<file path="src/design/bss_pkg.sv">
package bss_pkg;

    localparam int NUM_SIGS    = 8;
    localparam int SIG_MAX     = 37;
    localparam int SIG_ID_W    = 3;
    localparam int SIG_LEN_W   = 6;
    localparam int MATCH_OFF_W = 20;

    // Signature lengths in bytes, in priority order
    localparam logic [SIG_LEN_W-1:0] SIG_LEN [NUM_SIGS] = '{
        6'd31, 6'd37, 6'd37, 6'd36, 6'd36, 6'd31, 6'd13, 6'd14
    };

    // Signature bytes, first byte in the top byte lane, zero padded at the end
    localparam logic [SIG_MAX*8-1:0] SIG_BYTES [NUM_SIGS] = '{
        // strlen
        {8'h55, 8'h8b, 8'hec, 8'h57, 8'hc4, 8'h7e, 8'h06, 8'h33, 8'hc0, 8'h3b,
         8'h46, 8'h08, 8'h75, 8'h04, 8'h3b, 8'hc7, 8'h74, 8'h0a, 8'hfc, 8'hb9,
         8'hff, 8'hff, 8'hf2, 8'hae, 8'h91, 8'hf7, 8'hd0, 8'h48, 8'h5f, 8'h5d,
         8'hcb, {6{8'h00}}},
        // bioskey v2.0
        {8'h55, 8'h8b, 8'hec, 8'h32, 8'hc0, 8'h8a, 8'h66, 8'h06, 8'hcd, 8'h16,
         8'h74, 8'h0f, 8'hf6, 8'h46, 8'h06, 8'h01, 8'h75, 8'h11, 8'h0b, 8'hc0,
         8'h75, 8'h0d, 8'hb8, 8'hff, 8'hff, 8'heb, 8'h08, 8'hf6, 8'h46, 8'h06,
         8'h01, 8'h74, 8'h02, 8'h33, 8'hc0, 8'h5d, 8'hcb},
        // bioskey v3.1
        {8'h55, 8'h8b, 8'hec, 8'h32, 8'hc0, 8'h8a, 8'h66, 8'h06, 8'hcd, 8'h16,
         8'h74, 8'h0f, 8'hf6, 8'h46, 8'h06, 8'h01, 8'h74, 8'h11, 8'h0b, 8'hc0,
         8'h75, 8'h0d, 8'hb8, 8'hff, 8'hff, 8'heb, 8'h08, 8'hf6, 8'h46, 8'h06,
         8'h01, 8'h74, 8'h02, 8'h33, 8'hc0, 8'h5d, 8'hcb},
        // memcpy
        {8'h55, 8'h8b, 8'hec, 8'h56, 8'h57, 8'h8c, 8'hda, 8'hc4, 8'h7e, 8'h06,
         8'hc5, 8'h76, 8'h0a, 8'h8b, 8'h4e, 8'h0e, 8'hd1, 8'he9, 8'hfc, 8'hf3,
         8'ha5, 8'h73, 8'h01, 8'ha4, 8'h8e, 8'hda, 8'h8b, 8'h56, 8'h08, 8'h8b,
         8'h46, 8'h06, 8'h5f, 8'h5e, 8'h5d, 8'hcb, 8'h00},
        // setmem
        {8'h55, 8'h8b, 8'hec, 8'h57, 8'hc4, 8'h7e, 8'h06, 8'h8b, 8'h4e, 8'h0a,
         8'h8a, 8'h46, 8'h0c, 8'h8a, 8'he0, 8'hfc, 8'hf7, 8'hc7, 8'h01, 8'h00,
         8'h74, 8'h04, 8'he3, 8'h09, 8'haa, 8'h49, 8'hd1, 8'he9, 8'hf3, 8'hab,
         8'h73, 8'h01, 8'haa, 8'h5f, 8'h5d, 8'hcb, 8'h00},
        // memset
        {8'h55, 8'h8b, 8'hec, 8'h8a, 8'h46, 8'h0a, 8'h50, 8'hff, 8'h76, 8'h0c,
         8'hff, 8'h76, 8'h08, 8'hff, 8'h76, 8'h06, 8'h0e, 8'he8, 8'hc8, 8'hff,
         8'h83, 8'hc4, 8'h08, 8'h8b, 8'h56, 8'h08, 8'h8b, 8'h46, 8'h06, 8'h5d,
         8'hcb, {6{8'h00}}},
        // rotl
        {8'h55, 8'h8b, 8'hec, 8'h8b, 8'h46, 8'h06, 8'h8b, 8'h4e, 8'h08, 8'hd3,
         8'hc0, 8'h5d, 8'hcb, {24{8'h00}}},
        // abs
        {8'h55, 8'h8b, 8'hec, 8'h8b, 8'h46, 8'h06, 8'h0b, 8'hc0, 8'h7d, 8'h02,
         8'hf7, 8'hd8, 8'h5d, 8'hcb, {23{8'h00}}}
    };

    // One input request as held in the input register
    typedef struct packed {
        logic [7:0] data_byte;
        logic       may_start;
        logic       first;
    } scan_in_t;

    // Priority-resolved signature compare
    typedef struct packed {
        logic                any;
        logic [SIG_ID_W-1:0] id;
    } sig_match_t;

    // Result of one scan step
    typedef struct packed {
        logic                   hit;
        logic [SIG_ID_W-1:0]    pattern_id;
        logic [MATCH_OFF_W-1:0] match_offset;
    } scan_res_t;

endpackage

</file>
<file path="src/design/bss_matcher.sv">
module bss_matcher (
    input  logic [bss_pkg::SIG_MAX-1:0][7:0] win,
    output bss_pkg::sig_match_t              result
);
    import bss_pkg::*;

    logic [NUM_SIGS-1:0] sig_hit;

    // Compare every signature against the window in parallel
    always_comb
    begin
        sig_hit = '1;
        for (int k = 0; k < NUM_SIGS; k++)
        begin
            for (int j = 0; j < SIG_MAX; j++)
            begin
                if ((SIG_LEN_W'(j) < SIG_LEN[k]) &&
                    (win[j] != SIG_BYTES[k][(SIG_MAX-1-j)*8 +: 8]))
                begin
                    sig_hit[k] = 1'b0;
                end
            end
        end
    end

    // Lowest-numbered hit wins
    always_comb
    begin
        result.any = |sig_hit;
        result.id  = '0;
        for (int k = NUM_SIGS - 1; k >= 0; k--)
        begin
            if (sig_hit[k])
            begin
                result.id = SIG_ID_W'(k);
            end
        end
    end

endmodule

</file>
<file path="src/design/bss_scan_core.sv">
module bss_scan_core #(
    parameter int WINDOW_LEN  = 37,
    parameter int OFFSET_BITS = 20
) (
    input  logic              clk,
    input  logic              rst_n,
    input  logic              step,
    input  bss_pkg::scan_in_t req,
    output bss_pkg::scan_res_t res
);
    import bss_pkg::*;

    localparam logic [OFFSET_BITS-1:0] BACK_OFF = OFFSET_BITS'(WINDOW_LEN - 1);
    localparam logic [OFFSET_BITS-1:0] WIN_SPAN = OFFSET_BITS'(WINDOW_LEN);

    // Window, index 0 is the oldest byte
    logic [WINDOW_LEN-1:0][7:0] win_reg;
    logic [WINDOW_LEN-1:0][7:0] win_next;
    logic [WINDOW_LEN-1:0]      ok_reg;
    logic [WINDOW_LEN-1:0]      ok_next;
    logic [OFFSET_BITS-1:0]     pos_reg;
    logic [OFFSET_BITS-1:0]     pos_next;
    logic [OFFSET_BITS-1:0]     supp_reg;
    logic [OFFSET_BITS-1:0]     supp_next;

    logic [OFFSET_BITS-1:0]     pos_eff;
    logic [OFFSET_BITS-1:0]     supp_eff;
    logic [OFFSET_BITS-1:0]     oldest;
    logic [OFFSET_BITS-1:0]     remain;
    logic                       suppressed;
    sig_match_t                 sig;

    // Shift in the new byte; a new scan drops all earlier start flags
    always_comb
    begin
        win_next = {req.data_byte, win_reg[WINDOW_LEN-1:1]};
        if (req.first)
        begin
            ok_next = {req.may_start, {(WINDOW_LEN-1){1'b0}}};
        end
        else
        begin
            ok_next = {req.may_start, ok_reg[WINDOW_LEN-1:1]};
        end
    end

    // Offset of the oldest byte and the suppression window test
    always_comb
    begin
        pos_eff    = req.first ? '0 : pos_reg;
        supp_eff   = req.first ? '0 : supp_reg;
        oldest     = pos_eff - BACK_OFF;
        remain     = supp_eff - oldest;
        suppressed = (remain != '0) && (remain <= WIN_SPAN);
        pos_next   = pos_eff + OFFSET_BITS'(1);
    end

    bss_matcher u_matcher (
        .win    (win_next[SIG_MAX-1:0]),
        .result (sig)
    );

    // Accept a start at the oldest byte
    always_comb
    begin
        res.hit          = ok_next[0] && !suppressed && sig.any;
        res.pattern_id   = sig.id;
        res.match_offset = MATCH_OFF_W'(oldest);
        if (res.hit)
        begin
            supp_next = oldest + OFFSET_BITS'(SIG_LEN[sig.id]);
        end
        else
        begin
            supp_next = supp_eff;
        end
    end

    // Control state
    always_ff @(posedge clk or negedge rst_n)
    begin
        if (!rst_n)
        begin
            ok_reg   <= '0;
            pos_reg  <= '0;
            supp_reg <= '0;
        end
        else if (step)
        begin
            ok_reg   <= ok_next;
            pos_reg  <= pos_next;
            supp_reg <= supp_next;
        end
    end

    // Window bytes; unfilled slots carry no start flag so need no reset
    always_ff @(posedge clk)
    begin
        if (step)
        begin
            win_reg <= win_next;
        end
    end

endmodule

</file>
<file path="src/design/byte_signature_scanner_top.sv">
// A byte completing the window is taken into the input register, and a match
// from it is then taken into the result register that drives match_valid; a
// stalled earlier match can hold the byte in the input register in between.
// Throughput: one byte per clock while byte_stall is low; the suppression
// update loop through the signature compare and offset add is combinational.
// Reset: rst_n clears the start flags, offsets and both valid registers; a
// request after reset is handled as if it had first set.
module byte_signature_scanner_top #(
    parameter int WINDOW_LEN  = 37,
    parameter int OFFSET_BITS = 20
) (
    input  logic                                clk,
    input  logic                                rst_n,
    input  logic                                byte_valid,
    output logic                                byte_stall,
    input  logic [7:0]                          data_byte,
    input  logic                                may_start,
    input  logic                                first,
    output logic                                match_valid,
    input  logic                                match_stall,
    output logic [bss_pkg::SIG_ID_W-1:0]        pattern_id,
    output logic [bss_pkg::MATCH_OFF_W-1:0]     match_offset
);
    import bss_pkg::*;

    scan_in_t  s1_req_reg;
    logic      s1_valid_reg;
    scan_res_t core_res;
    logic      advance;

    logic                   match_valid_reg;
    logic [SIG_ID_W-1:0]    pattern_id_reg;
    logic [MATCH_OFF_W-1:0] match_offset_reg;

    // Process the held request unless its match would overwrite a stalled result
    assign advance    = s1_valid_reg &&
                        (!core_res.hit || !match_valid_reg || !match_stall);
    assign byte_stall = s1_valid_reg && !advance;

    // Input register
    always_ff @(posedge clk or negedge rst_n)
    begin
        if (!rst_n)
        begin
            s1_valid_reg <= 1'b0;
        end
        else if (!byte_stall)
        begin
            s1_valid_reg <= byte_valid;
        end
    end

    always_ff @(posedge clk)
    begin
        if (byte_valid && !byte_stall)
        begin
            s1_req_reg <= '{data_byte: data_byte, may_start: may_start, first: first};
        end
    end

    bss_scan_core #(
        .WINDOW_LEN  (WINDOW_LEN),
        .OFFSET_BITS (OFFSET_BITS)
    ) u_core (
        .clk   (clk),
        .rst_n (rst_n),
        .step  (advance),
        .req   (s1_req_reg),
        .res   (core_res)
    );

    // Result register
    always_ff @(posedge clk or negedge rst_n)
    begin
        if (!rst_n)
        begin
            match_valid_reg <= 1'b0;
        end
        else if (advance && core_res.hit)
        begin
            match_valid_reg <= 1'b1;
        end
        else if (!match_stall)
        begin
            match_valid_reg <= 1'b0;
        end
    end

    always_ff @(posedge clk)
    begin
        if (advance && core_res.hit)
        begin
            pattern_id_reg   <= core_res.pattern_id;
            match_offset_reg <= core_res.match_offset;
        end
    end

    assign match_valid  = match_valid_reg;
    assign pattern_id   = pattern_id_reg;
    assign match_offset = match_offset_reg;

endmodule
</file>
<file path="config.mk">
export PLATFORM = sky130hd
export DESIGN_NAME = byte_signature_scanner_top
export DESIGN_NICKNAME = d
export VERILOG_FILES = /design/src/design/bss_pkg.sv /design/src/design/bss_matcher.sv /design/src/design/bss_scan_core.sv /design/src/design/byte_signature_scanner_top.sv
export SDC_FILE = /design/constraint.sdc
export NUM_CORES = 1
export LEC_CHECK = 0
export BUFFER_PORTS_ARGS = -buffer_cell sky130_fd_sc_hd__buf_2
export CELL_PAD_IN_SITES_DETAIL_PLACEMENT = 1
export CELL_PAD_IN_SITES_GLOBAL_PLACEMENT = 1
export CORE_MARGIN = 3
export CORE_UTILIZATION = 30
export DETAILED_ROUTE_END_ITERATION = 16
export GPL_TIMING_DRIVEN = 0
export PLACE_DENSITY_LB_ADDON = 0.05
export SLEW_MARGIN = 40
export SYNTH_ARGS = -nofsm -noshare
export SYNTH_HDL_FRONTEND = slang
export SYNTH_HIERARCHICAL = 1
export SYNTH_SLANG_ARGS = --single-unit
</file>
<file path="constraint.sdc">
create_clock -name clk -period 21.1 [get_ports clk]
set_clock_uncertainty 0.1 [all_clocks]
set_input_delay 4.22 -clock clk [delete_from_list [all_inputs] [get_ports clk]]
set_output_delay 4.22 -clock clk [all_outputs]
set_load 0.02 [all_outputs]
</file>
== Yosys cells after proc, flatten, opt, wreduce, memory -nomap -nowiden ==
Memory sizes are Yosys's and may differ from the RTL's.
Index checks and enable logic that the tools add are counted.
Storage, ports and cells
  latch bits: 0
  ROM bits: 48
  bits in writable memories: 0
  input bits: 14
  logic and storage cells: 447
  flip-flop bits (word level): 400
  memories kept: 1
Cells by class
  div/mod/pow operators: 0
  eq/ne operators: 165
  bitwise gates (word level): 1
  shifts and indexed selects: 0
  reduce and logical (&&, ||, !) cells: 18
  add/sub/neg operators: 4
  $lt $le $gt $ge: 2
  multipliers: 0
  mux-type cells: 210
Memory list
  (no name shown): depth 8, bits a word 6, rd ports 1, clocked after memory_dff 0, wr ports 0, line bss_scan_core.sv:71  | supp_next = oldest + OFFSET_BITS'(SIG_LEN[sig.id]);
Operator list (number)
  $ne 8x8->1 const B: 75
  $ne 8x7->1 const B: 44
  $mux 1: 196
  $ne 8x4->1 const B: 20
  $ne 8x3->1 const B: 11
  $mux 20: 3
  $ne 8x1->1 const B: 5
  $ne 8x6->1 const B: 5
  $mux 36: 1
  $mux 3: 8
  $add 20x1->20 const B: 1
  $add 20x6->20: 1
  $le 20x6->1 const B: 1
  $reduce_bool 20->1: 1
  $sub 20x20->20: 1
  $sub 20x6->20 const B: 1
  $ne 8x2->1 const B: 2
  $ne 8x5->1 const B: 2
  $mux 6: 2
  $reduce_bool 8->1: 1
  $reduce_or 8->1: 1
  $logic_and 1x1->1: 7
  $logic_not 1->1: 6
  $ge 4x4->1 const B: 1
  other kinds (3): 4

== Longest topological paths before layout ==
  depth after elaboration: 48
  gate-level depth with buffers: 31
  gate-level depth less buffers: 26

== Modules after synthesis ==
The synthesis kept the hierarchy.
By module, submodules not included
  bss_scan_core: instances 1, area each 14923.1 µm², cells each 1027, sequential area each 10550.1 µm²
  bss_matcher: instances 1, area each 2158.3 µm², cells each 303, sequential area each 0.0 µm²
  byte_signature_scanner_top: instances 1, area each 1096.1 µm², cells each 45, sequential area each 1041.0 µm²

== Worst setup path before layout ==
Ideal clock, no wire load.
  kind: input-to-reg
  from: in match_stall
  to: reg u_core.pos_reg[9]
  buffers on the path: 1
  slack: -0.660 ns
  arrival: 21.576 ns
  stages: 6
  cells stage by stage: a31oi_1 > clkbuf_1 > clkinv_1 > or4b_2 > a221o_1 > o21ai_0
Between the ends
  word-level cells in the longest chain between the ends: 3
Ends and longest elaborated chain
  start, declared: line byte_signature_scanner_top.sv:20  | input logic match_stall,
  $logic_not 1->1
  $logic_or 1x1->1: line byte_signature_scanner_top.sv:37  | (!core_res.hit || !match_valid_reg || !match_stall);
  $logic_and 1x1->1: line byte_signature_scanner_top.sv:36  | assign advance = s1_valid_reg &&
  end signal, assigned: line bss_scan_core.sv:91  | pos_reg <= pos_next;
  end, declared: line bss_scan_core.sv:21  | logic [OFFSET_BITS-1:0] pos_reg;
Every way passes these cells.
A chain may end at the register's enable or synchronous reset.

==> summary.json <==
{
  "cells_and_area": {
    "n_antenna_cell": 0,
    "largest_register_ffs": 288,
    "synthToLayoutAreaGrowth_pct": 17.6,
    "net_count_reported_at_finish": 1527,
    "finalInstanceArea_sq_um": 21400,
    "finish.cell_count_without_fillers": 2300,
    "utilization_pct": 36.0,
    "final_layout_size_suffix_gt1_share_pct": 15.7
  },
  "outcome": {
    "outcome": "finished, final reports clean"
  },
  "floorplanning": {
    "boundaryPins": 39,
    "core_region_area_sq_um": 59500,
    "rows": 89,
    "floorplan.initialDensity_pct": 30.6,
    "fp.dieH_microns": 252,
    "dieArea_sq_um": 63600,
    "horiz_die_dim_microns": 252
  },
  "detailed_routing": {
    "routedWlPerCell_microns": 27.5,
    "ant_nets": 0,
    "drt_pass_1_iters": 5,
    "vias_per_cell": 5.52,
    "drcViolationCount": 0,
    "wl_mm": 63.4,
    "detailedRoute.firstIterationViolations": 1174,
    "num_vias": 12690
  },
  "setup_path": {
    "rrSetupSlack_ns": 10.60,
    "worstPathArrival_ns": 8.38,
    "start_kind": "register",
    "crit_required_ns": 16.78,
    "setup.worst_path.class": "reg -> out",
    "critical_path_peak_fanout": 10,
    "critical_path.endpoint_type": "primary output"
  },
  "logic_synthesis": {
    "synth_area_leader_cell": "sky130_fd_sc_hd__edfxtp_1",
    "synth.avg_cell_area_sq_um": 13.2,
    "synth_seq_cells": 399,
    "ys_async_sr_fraction_pct": 19.5,
    "synth-seq-area-share_pct": 63.8,
    "synth-edff-count": 321,
    "post_synth_num_cell_types": 92,
    "synth_fp_nets": 1415,
    "synthSimpleGateAreaFrac_pct": 19.9,
    "mappedNetlistArea_sq_um": 18200,
    "synth_top_family_by_area": "simple AND/OR/NAND/NOR gates",
    "post_synth_main_area_contributors": "sky130_fd_sc_hd__edfxtp_1, sky130_fd_sc_hd__dfrtp_1, sky130_fd_sc_hd__nor4_1",
    "ys_warn_count": 6,
    "yosys.area_share.xor_xnor_pct": 2.75,
    "post_synth_adder_cell_area_pct": 2.11,
    "synth.area.mux_share_pct": 0.702,
    "post_synth_inst_count": 1375,
    "commonest_register_cell_after_synthesis": "sky130_fd_sc_hd__edfxtp_1",
    "synth-compound-area-share_pct": 8.28,
    "synth_top_cell_area_share_pct": 53.0
  },
  "sta": {
    "drv_slew": 0,
    "count_of_endpoints_failing_hold_in_the_final_timing_report": 0,
    "setup_viol": 0,
    "layout_min_cycle_time_ns": 12.70,
    "rsz0062_at_grt": "no",
    "maxSlewHeadroom_pct": 39.6,
    "clock.fmax_mhz": 78.7,
    "worst_hold_slack_ns": 0.341,
    "share_of_the_clock_period_used_by_the_worst_path_after_layout_pct": 60.2,
    "worst_pin_slew_ns": 0.897
  },
  "clock_network": {
    "cts_repair_resize_count": 0,
    "clockBufferDepth": 3,
    "cts_sinks": 399,
    "htree_levels": 2,
    "clock_insertion_delay_worst_skew_ns": 0.60,
    "clock_tree_from_tritoncts": "done",
    "ctsHoldBuffers": 0,
    "cts_root_buf": "sky130_fd_sc_hd__clkbuf_16",
    "clkTransAtPathRegs_ns": 0.06,
    "postCtsSetupBuffers": 0,
    "clock_buffer_count_from_cts": 48
  },
  "global_route": {
    "grt_remaining_overflow": 0,
    "antenna_found_initial": 3,
    "pin_count_of_the_biggest_net_entering_global_routing": 62,
    "first_global_vias": 12971,
    "grt_pass1_wl_mm": 92.7,
    "groute.usage.overall_pct": 19.9
  },
  "placed_design": {
    "dp_cells": 2209,
    "place_area_sq_um": 19800,
    "dp_hpwl_mm": 47.9,
    "gp_congestion": 0.896,
    "port_buffer_cells": 38
  },
  "power": {
    "vdd_drop_max_uv": 58.0,
    "power.density_nw_per_um2": 96.0,
    "power.leakage_nw": 7.42
  },
  "flow_run": {
    "cap_viol_max_count": 0
  },
  "worst_hold_path": {
    "timing.hold.worst.class": "reg -> reg"
  }
}
## power by group
group | switching (mW) | total, mW | internal (mW)
Sequential | 0.0527 | 0.957 | 0.904
Clock | 0.348 | 0.831 | 0.483
Combinational | 0.167 | 0.265 | 0.0975
Total | 0.568 | 2.05 | 1.49
## synth_stat cells (5+ instances only)
master / count
sky130_fd_sc_hd__nor3b_1: 6
sky130_fd_sc_hd__buf_1: 7
sky130_fd_sc_hd__nand4_1: 40
sky130_fd_sc_hd__and4b_1: 7
sky130_fd_sc_hd__mux2i_1: 6
sky130_fd_sc_hd__nor2_1: 58
sky130_fd_sc_hd__nand4b_1: 35
sky130_fd_sc_hd__or4b_2: 11
sky130_fd_sc_hd__nor4bb_1: 17
sky130_fd_sc_hd__and3b_1: 5
sky130_fd_sc_hd__or4_1: 16
sky130_fd_sc_hd__and2_1: 7
sky130_fd_sc_hd__a221o_1: 6
sky130_fd_sc_hd__mux2_2: 5
sky130_fd_sc_hd__or4bb_1: 11
sky130_fd_sc_hd__xor2_1: 16
sky130_fd_sc_hd__dfrtp_1: 78
sky130_fd_sc_hd__a211oi_1: 5
sky130_fd_sc_hd__o221ai_2: 10
sky130_fd_sc_hd__o21ai_0: 28
sky130_fd_sc_hd__o21a_1: 5
sky130_fd_sc_hd__nand3_1: 33
sky130_fd_sc_hd__inv_1: 58
sky130_fd_sc_hd__nor2b_1: 49
sky130_fd_sc_hd__nand2_1: 87
sky130_fd_sc_hd__nor3_1: 33
sky130_fd_sc_hd__nor4_1: 57
sky130_fd_sc_hd__a21oi_1: 30
sky130_fd_sc_hd__a31oi_1: 8
sky130_fd_sc_hd__or3_1: 19
sky130_fd_sc_hd__xnor2_1: 36
sky130_fd_sc_hd__and4_1: 10
sky130_fd_sc_hd__a31o_2: 35
sky130_fd_sc_hd__nor4b_1: 19
sky130_fd_sc_hd__edfxtp_1: 321
sky130_fd_sc_hd__o22ai_1: 13
sky130_fd_sc_hd__o211ai_1: 5
sky130_fd_sc_hd__clkbuf_1: 40
sky130_fd_sc_hd__nand3b_1: 10
sky130_fd_sc_hd__and3_1: 5
sky130_fd_sc_hd__ha_1: 24
sky130_fd_sc_hd__o221ai_1: 5
sky130_fd_sc_hd__nand2b_1: 16
## final timing paths
kind                                                 from                              end  cells past startpoint
min reg2reg                u_core/win_next[285]$_DFFE_PP_   u_core/win_next[277]$_DFFE_PP_                      0
max                               s1_req_reg[0]$_DFFE_PP_                       byte_stall                     24
max in group asynchronous                           rst_n     u_core/ok_reg[9]$_DFFE_PN0P_                      2
max reg2reg                       s1_req_reg[0]$_DFFE_PP_    u_core/pos_reg[2]$_DFFE_PN0P_                     29
min                        u_core/win_next[285]$_DFFE_PP_   u_core/win_next[277]$_DFFE_PP_                      0
min in group asynchronous                           rst_n  u_core/supp_reg[13]$_DFFE_PN0P_                      1
## critical path, cell delays in order (launching register included)
cell	delay (ns)
sky130_fd_sc_hd__edfxtp_1	0.48
sky130_fd_sc_hd__clkbuf_1	0.29
sky130_fd_sc_hd__inv_1	0.27
sky130_fd_sc_hd__clkbuf_1	0.55
sky130_fd_sc_hd__clkbuf_1	0.65
sky130_fd_sc_hd__clkbuf_1	0.61
sky130_fd_sc_hd__buf_1	0.64
sky130_fd_sc_hd__nand2_1	0.21
sky130_fd_sc_hd__ha_1	0.28
sky130_fd_sc_hd__fa_1	0.44
sky130_fd_sc_hd__nor2b_1	0.22
sky130_fd_sc_hd__o31a_1	0.19
sky130_fd_sc_hd__o31ai_1	0.11
sky130_fd_sc_hd__a211oi_1	0.44
sky130_fd_sc_hd__o221ai_1	0.23
sky130_fd_sc_hd__a211oi_1	0.37
sky130_fd_sc_hd__nor3_1	0.08
sky130_fd_sc_hd__o2bb2a_2	0.27
sky130_fd_sc_hd__and4_4	0.23
sky130_fd_sc_hd__nand2b_1	0.14
sky130_fd_sc_hd__buf_4	0.19
sky130_fd_sc_hd__nor2_1	0.43
sky130_fd_sc_hd__nand4_2	0.20
sky130_fd_sc_hd__inv_1	0.08
sky130_fd_sc_hd__buf_2	0.16
## kinds of logic after synthesis
| family | count (synthesis) |
|---|---|
| xor gates and xnor gates | 54 |
| AOI/OAI and AO/OA | 194 |
| buffers and inverters | 113 |
| adders and majority gates | 30 |
| muxes | 12 |
| and+or+nand+nor | 573 |
| DFF | 399 |
## final cells by class
class | instances | area (sq um)
buffer | 53 | 236
clock buffer | 55 | 1230
clock inverter | 35 | 354
fill | 6331 | 38100
inverter | 60 | 225
multi-input combinational | 863 | 6200
sequential | 399 | 11600
tap | 773 | 967
timing repair buffer | 62 | 582
## through the flow
| stage | setup WS [ns] | TNS, ns | power (mW) |
|---|---|---|---|
| after floorplan | 6.28 | 0 | 1.13 |
| after global placement | -0.851 | -31.45 | 1.24 |
| after detailed placement | 8.96 | 0 | 1.23 |
| after CTS | 8.30 | 0 | 2.08 |
| after global routing | 7.89 | 0 | 2.14 |
| final | 8.40 | 0 | 2.05 |
## routing by layer
metal,track usage [%],share of wire [%],vias up
met5,0,0,-
met4,4.86,2.2,0
met3,3.32,6.1,86
met2,28.8,42,375
met1,31.0,50,6593
li1,-,-,5636
## cell usage in the layout, fill, tap and decap left out, drive strengths merged, types with 7 or more instances in the layout
cell type,netlist,layout
a31o,35,35
ha,24,24
and4b,7,7
xnor2,36,36
or4,18,18
or4b,12,12
nor2,60,60
or2,7,7
clkinv,1,22
xor2,16,16
or3,19,19
clkbuf,40,95
and2,7,7
or4bb,11,11
nor3,33,33
nand3,33,33
nor2b,49,49
inv,59,62
nand4b,35,35
dfrtp,78,78
o21ai,30,30
nand2b,16,16
o221ai,15,15
buf,13,75
and4,11,11
nor4bb,17,17
nand3b,10,10
nor4,58,58
nor3b,7,7
nor4b,19,19
nand2,87,87
a21oi,30,30
o22ai,13,13
a31oi,8,8
edfxtp,321,321
nand4,41,41
No activity file was read; power rests on OpenSTA's default activity.
